$ cat src/hw/rtl/nfcc_pkg.sv
// ----------------------------------------------------------------------------
// NOR flash command controller package
// Geometry, mode and command codes, and the controller/datapath interface.
// ----------------------------------------------------------------------------
package nfcc_pkg;

	localparam int BANK_COUNT   = 64;
	localparam int BANK_BYTES   = 8192;
	localparam int SECTOR_BANKS = 8;
	localparam int CELL_DEPTH   = BANK_COUNT * BANK_BYTES;
	localparam int CELL_AW      = $clog2(CELL_DEPTH);
	localparam int PEND_MAX     = 64;

	// access commands
	localparam logic [1:0] CMD_BUS_RD = 2'd0;
	localparam logic [1:0] CMD_BUS_WR = 2'd1;
	localparam logic [1:0] CMD_MON_RD = 2'd2;
	localparam logic [1:0] CMD_MON_WR = 2'd3;

	// modes
	localparam logic [2:0] MODE_READ       = 3'd0;
	localparam logic [2:0] MODE_AUTOSEL    = 3'd1;
	localparam logic [2:0] MODE_PROGRAM    = 3'd2;
	localparam logic [2:0] MODE_CHIP_ERASE = 3'd3;
	localparam logic [2:0] MODE_SECT_ERASE = 3'd4;
	localparam logic [2:0] MODE_SECT_SUSP  = 3'd5;
	localparam logic [2:0] MODE_CHIP_SUSP  = 3'd6;

	// configuration register indexes
	localparam logic REG_ERASE_DELAY    = 1'b0;
	localparam logic REG_UNLOCK_TIMEOUT = 1'b1;

	// controller to datapath
	typedef struct packed {
		logic take;       // latch input item
		logic fill_all;   // write 0xFF at sweep address, advance
		logic pend_load;  // latch sector base from pending list
		logic fill_sect;  // write 0xFF in current sector bank, advance
		logic pend_next;  // next pending entry
		logic commit;     // erase finished: back to read mode
		logic exec;       // carry out the access, load result
	} nfcc_cmd_t;

	// datapath to controller
	typedef struct packed {
		logic chip_due;
		logic sect_due;
		logic pend_empty;
		logic fill_last;
		logic sect_last;
		logic pend_last;
		logic out_busy;
	} nfcc_stat_t;

endpackage

$ cat src/hw/rtl/nfcc_ctrl.sv
// ----------------------------------------------------------------------------
// NOR flash command controller sequencer
// Steps each item through erase commit, cell read and execution.
// ----------------------------------------------------------------------------
module nfcc_ctrl import nfcc_pkg::*; (
	input  logic       clk,
	input  logic       arst_n,
	input  logic       in_valid,
	output logic       in_ready,
	input  nfcc_stat_t stat,
	output nfcc_cmd_t  cmd
);

	localparam logic [3:0] ST_INIT  = 4'd0;
	localparam logic [3:0] ST_IDLE  = 4'd1;
	localparam logic [3:0] ST_CHECK = 4'd2;
	localparam logic [3:0] ST_CHIP  = 4'd3;
	localparam logic [3:0] ST_PREQ  = 4'd4;
	localparam logic [3:0] ST_PLOAD = 4'd5;
	localparam logic [3:0] ST_SECT  = 4'd6;
	localparam logic [3:0] ST_OP    = 4'd7;
	localparam logic [3:0] ST_EXEC  = 4'd8;

	logic [3:0] state_q;
	logic [3:0] state_n;

	always_comb begin
		state_n  = state_q;
		cmd      = '0;
		in_ready = 1'b0;
		case (state_q)
			ST_INIT: begin
				cmd.fill_all = 1'b1;
				if (stat.fill_last) begin
					state_n = ST_IDLE;
				end
			end
			ST_IDLE: begin
				in_ready = 1'b1;
				if (in_valid) begin
					cmd.take = 1'b1;
					state_n  = ST_CHECK;
				end
			end
			ST_CHECK: begin
				if (stat.chip_due) begin
					state_n = ST_CHIP;
				end else if (stat.sect_due) begin
					if (stat.pend_empty) begin
						cmd.commit = 1'b1;
						state_n    = ST_OP;
					end else begin
						state_n = ST_PREQ;
					end
				end else begin
					state_n = ST_OP;
				end
			end
			ST_CHIP: begin
				cmd.fill_all = 1'b1;
				if (stat.fill_last) begin
					cmd.commit = 1'b1;
					state_n    = ST_OP;
				end
			end
			ST_PREQ: state_n = ST_PLOAD;
			ST_PLOAD: begin
				cmd.pend_load = 1'b1;
				state_n       = ST_SECT;
			end
			ST_SECT: begin
				cmd.fill_sect = 1'b1;
				if (stat.sect_last) begin
					cmd.pend_next = 1'b1;
					if (stat.pend_last) begin
						cmd.commit = 1'b1;
						state_n    = ST_OP;
					end else begin
						state_n = ST_PREQ;
					end
				end
			end
			ST_OP: begin
				if (!stat.out_busy) begin
					state_n = ST_EXEC;
				end
			end
			ST_EXEC: begin
				cmd.exec = 1'b1;
				state_n  = ST_IDLE;
			end
			default: state_n = ST_IDLE;
		endcase
	end

	always_ff @(posedge clk or negedge arst_n) begin
		if (!arst_n) begin
			state_q <= ST_INIT;
		end else begin
			state_q <= state_n;
		end
	end

endmodule

$ cat config.mk
export PLATFORM = sky130hd
export DESIGN_NAME = nfcc_ctrl
export DESIGN_NICKNAME = d
export VERILOG_FILES = /design/src/hw/rtl/nfcc_pkg.sv /design/src/hw/rtl/nfcc_ctrl.sv
export SDC_FILE = /design/constraint.sdc
export NUM_CORES = 1
export LEC_CHECK = 0
export BUFFER_PORTS_ARGS = -buffer_cell sky130_fd_sc_hd__clkbuf_2
export CORE_AREA = 5 5 42 44
export DETAILED_ROUTE_END_ITERATION = 8
export DIE_AREA = 0 0 47 49
export PLACE_DENSITY = 0.53
export SKIP_LAST_GASP = 1
export SYNTH_ARGS = -nofsm -noshare
export SYNTH_HDL_FRONTEND = slang
export SYNTH_SLANG_ARGS = --single-unit
export TNS_END_PERCENT = 50
$ cat constraint.sdc
create_clock -name clk -period 5.31 [get_ports clk]
set_clock_uncertainty 0.15 [all_clocks]
set_input_delay 0.2655 -clock clk [delete_from_list [all_inputs] [get_ports clk]]
set_output_delay 0.2655 -clock clk [all_outputs]
set_load 0.005 [all_outputs]
==> impl_summary.log <==
[metrics] Synth Net Count: 57
[metrics] Most used DFF post-synth: sky130_fd_sc_hd__dfrtp_1
[metrics] share of synthesized registers carrying an async set or reset: 1.000
[metrics] total number of cells along the worst setup path: 4
[metrics] area of the mapped netlist: 369.1 um2
[metrics] Vias per Instance: 5.388
[metrics] Biggest register: state_q
[metrics] count of buffers added by post-CTS timing repair for setup: 0
[metrics] DR vias: 431
[metrics] library cell occupying the most area in the post-synthesis netlist: sky130_fd_sc_hd__dfrtp_1
[metrics] CP Class: reg2out
[metrics] aggregate routed wire length: 991 um
[metrics] largest registers ranked by flip-flop count: state_q: 4 flops
[metrics] Worst-Margin Slew: 505.5 ps
[metrics] count of nets left with antenna violations after detail routing: 0
[metrics] Max-cap violations: 0
[metrics] Clock power frac: 0.154
[metrics] minimum clock period: 2123 ps
[metrics] First DRT Iteration DRCs: 15
[metrics] clock-pin slew on the worst setup and hold paths: 40 ps
[metrics] placed inst area: 457.9 um2
[metrics] Slowest-stage cell, CP: sky130_fd_sc_hd__dfrtp_1
[metrics] count of mapped cells out of synthesis: 47
[metrics] Placer Congestion: 0.7348
[metrics] starting density of the core: 0.2634
[metrics] number of buffers added on ports: 17
[metrics] final routed wire length divided by cell count: 12.39 um
[metrics] post-synthesis compound-gate area fraction: 0.2644
[metrics] most numerous cell types in the synthesized netlist: 4 x sky130_fd_sc_hd__dfrtp_1, 4 x sky130_fd_sc_hd__nand2_1, 4 x sky130_fd_sc_hd__nor2_1, 3 x sky130_fd_sc_hd__clkbuf_1
[metrics] path category of the worst min-delay check: in2reg
[metrics] clock latency on the worst-skew pair: 240 ps
[metrics] vias in the first global route: 384
[metrics] Top Ports: 18
[metrics] Area contributors post-synth: sky130_fd_sc_hd__dfrtp_1 27%, sky130_fd_sc_hd__a32o_1 5.4%, sky130_fd_sc_hd__nor4b_1 4.7%, sky130_fd_sc_hd__nand2_1 4.1%, sky130_fd_sc_hd__nand3b_1 4.1%
[metrics] launching element of the worst setup path: state_q[0]
[metrics] largest net degree at the start of global routing: 19
[metrics] core region area: 0.001401 mm2
[metrics] max FFs per register: 4
[metrics] total CTS buffers: 3
[metrics] critical path peak fanout: 18
[metrics] Final Max Slew Viols: 0
[metrics] YS warnings: 0
[metrics] number of cell instances on the worst register-to-register path: 4
[metrics] iteration count of the initial detailed-routing pass: 4
[metrics] sequential share of power: 0.330
[metrics] die boundary height: 49 um
[metrics] H-tree Lvls: 1
[metrics] overall die area: 0.002303 mm2
[metrics] average footprint of a synthesized cell: 7.853 um2
[metrics] Synth Area in Adders: 0
[metrics] number of cells after detailed placement: 76
[metrics] layout cells sized above 1: 0.3125
[metrics] maximum clock rate: 0.4710 GHz
[metrics] number of distinct standard cells referenced by the synthesized netlist: 29
[metrics] CP Cell Sequence: nor4bb_1 > and2_1 > a32o_1 > clkbuf_2
[metrics] mux contribution to synthesized area: 0
[metrics] FF-to-FF End: state_q[1]
[metrics] arrival time worst endpoint: 1710 ps
[metrics] final worst-path setup slack: 3187 ps
[metrics] CP bufs+invs: 1
[metrics] P&R area growth vs syn: 32.88%
[metrics] global-route usage over all layers: 0.1059
[metrics] clock tree from TritonCTS: built
[metrics] simple logic cell fraction of the synthesized area: 0.4102
[metrics] beginning of the worst register-to-register path: state_q[0]
[metrics] required time reported for the critical path endpoint: 4890 ps
[metrics] Final setup violation count: 0
[metrics] antenna violations before repair: 0
[metrics] Leakage Power: 0.2296 nW
[metrics] Relative slew margins: 0.6609
[metrics] Critical path destination: cmd[1]
[metrics] gr ovfl total: 0
[metrics] pre-CTS setup slack: 3340 ps
[metrics] net switching power: 0.0001118 W
[metrics] number of DRC violations after detailed routing: 0
[metrics] count of placed standard cells in the final layout, fillers left out: 80
[metrics] number of flops mapped to enable cells by yosys: 0
[metrics] kind of capture point of the worst setup path: primary output
[metrics] worst vdd ir: 0.2684 mV
[metrics] sequential fraction of the synthesis area: 0.2712
[metrics] clk sink count: 4
[metrics] final design area excluding fillers: 490.5 um2
[metrics] internal power of the cells: 0.0001418 W
[metrics] final count of hold timing violations: 0
[metrics] combinational share of power: 0.516
[metrics] count of inserted antenna diode cells: 0
[metrics] Layout fillers: 171
[metrics] Final Cycle Share: 0.3999
[metrics] peak per-stage delay on the critical path: 520 ps
[metrics] Seq cells post-synth: 4
[metrics] maximum buffer depth of the clock tree: 2
[metrics] crit path launch type: flop
[metrics] num rows: 14
[metrics] final total negative setup slack: 0 ps
[metrics] register-to-register setup slack: 3320 ps
[metrics] Sequential Area: 100.1 um2
[metrics] post-route core utilization: 0.3500
[metrics] Sw Ratio: 0.4407
[metrics] overall die width: 47 um
[metrics] unrepaired setup endpoints after global routing: false
[metrics] run status: finished clean
[metrics] family of cells with the greatest summed delay on the critical path: simple AND/OR/NAND/NOR gates
[metrics] synthesized-area fraction occupied by xor and xnor cells: 0
[metrics] multi-input combinational cell area: 249.0 um2
[metrics] number of nets at the end of the flow: 76
[metrics] power density relative to cell area: 517.1 mW/mm2
[metrics] buffer type at the clock tree root: sky130_fd_sc_hd__clkbuf_4
[metrics] area fraction of the dominant cell type after synthesis: 0.2712
[metrics] first-pass GRT wire length: 1752 um
[metrics] dominant combinational cell family by area after synthesis: simple AND/OR/NAND/NOR gates
layout make-up:
| cell class | instances | share of cell area |
|---|---|---|
| Sequential cell | 4 | 0.2041 |
| Tap cell | 16 | 0.04082 |
| Timing Repair Buffer | 18 | 0.1939 |
| Inverter | 1 | 0.007653 |
| Clock buffer | 3 | 0.04592 |
| Multi-Input combinational cell | 38 | 0.5077 |
worst min path at each step:
stage	from	slack [ps]	cells after the start	to
global placement	arst_n	-70	1	state_q[0]
CTS	stat[0]	40	2	state_q[3]
global route	stat[0]	50	2	state_q[3]
finish	stat[0]	50	2	state_q[3]
detailed placement	arst_n	-70	1	state_q[0]
floorplan	arst_n	-180	0	state_q[0]
worst register-to-register path: stages, from the launching register on:
cell                      delay, ps
sky130_fd_sc_hd__dfrtp_1        520
sky130_fd_sc_hd__or4b_1         570
sky130_fd_sc_hd__a32o_1         290
sky130_fd_sc_hd__o31ai_1        230
sky130_fd_sc_hd__o21ai_1         90
cell families (layout without fill, tap and decap cells):
logic type             count (synthesis)  count (layout)
AOI/OAI and AO/OA                     13              13
buffers and inverters                  5              22
DFF                                    4               4
and+or+nand+nor                       25              25
power by group through the flow:
stage | clock network, W | logic [W] | registers [W]
global route | 0.0000423 | 0.000150 | 0.0000918
detailed placement | 0 | 0.000132 | 0.0000838
global placement | 0 | 0.000132 | 0.0000837
floorplan | 0 | 0.000122 | 0.0000528
finish | 0.0000391 | 0.000131 | 0.0000837
CTS | 0.0000414 | 0.000133 | 0.0000835
cell usage in the layout, fill, tap and decap left out, drive strengths merged, types with 2 or more instances in the layout:
| cell type | n |
|---|---|
| a32o | 2 |
| and2 | 2 |
| clkbuf | 20 |
| dfrtp | 4 |
| nand2 | 4 |
| nand2b | 2 |
| nand3b | 2 |
| nor2 | 4 |
| nor3 | 2 |
| nor4b | 2 |
| o21ai | 3 |
timing repair:
| item | CTS | global route |
|---|---|---|
| hold endpoints to repair | 4 | 0 |
| hold buffers | 1 | 0 |
| resized for setup | 0 | 0 |
through the flow:
stage,power (W),hold slack (ps)
3_3_place_gp,0.0002153,-69.81
2_1_floorplan,0.0001747,-180.1
3_5_place_dp,0.0002158,-71.56
4_1_cts,0.0002577,42.11
5_1_grt,0.0002837,51.86
6_report,0.0002536,49.30
metal layers:
layer	part of all wire	vias to the layer above	track usage	wire length, um
met4	0.027	0	0.05530	27
met3	0.12	4	0.05535	123
li1	-	211	-	-
met1	0.41	194	0.1419	410
met5	0	-	0	0
met2	0.43	22	0.1335	430
(Power assumes the default switching activity.)
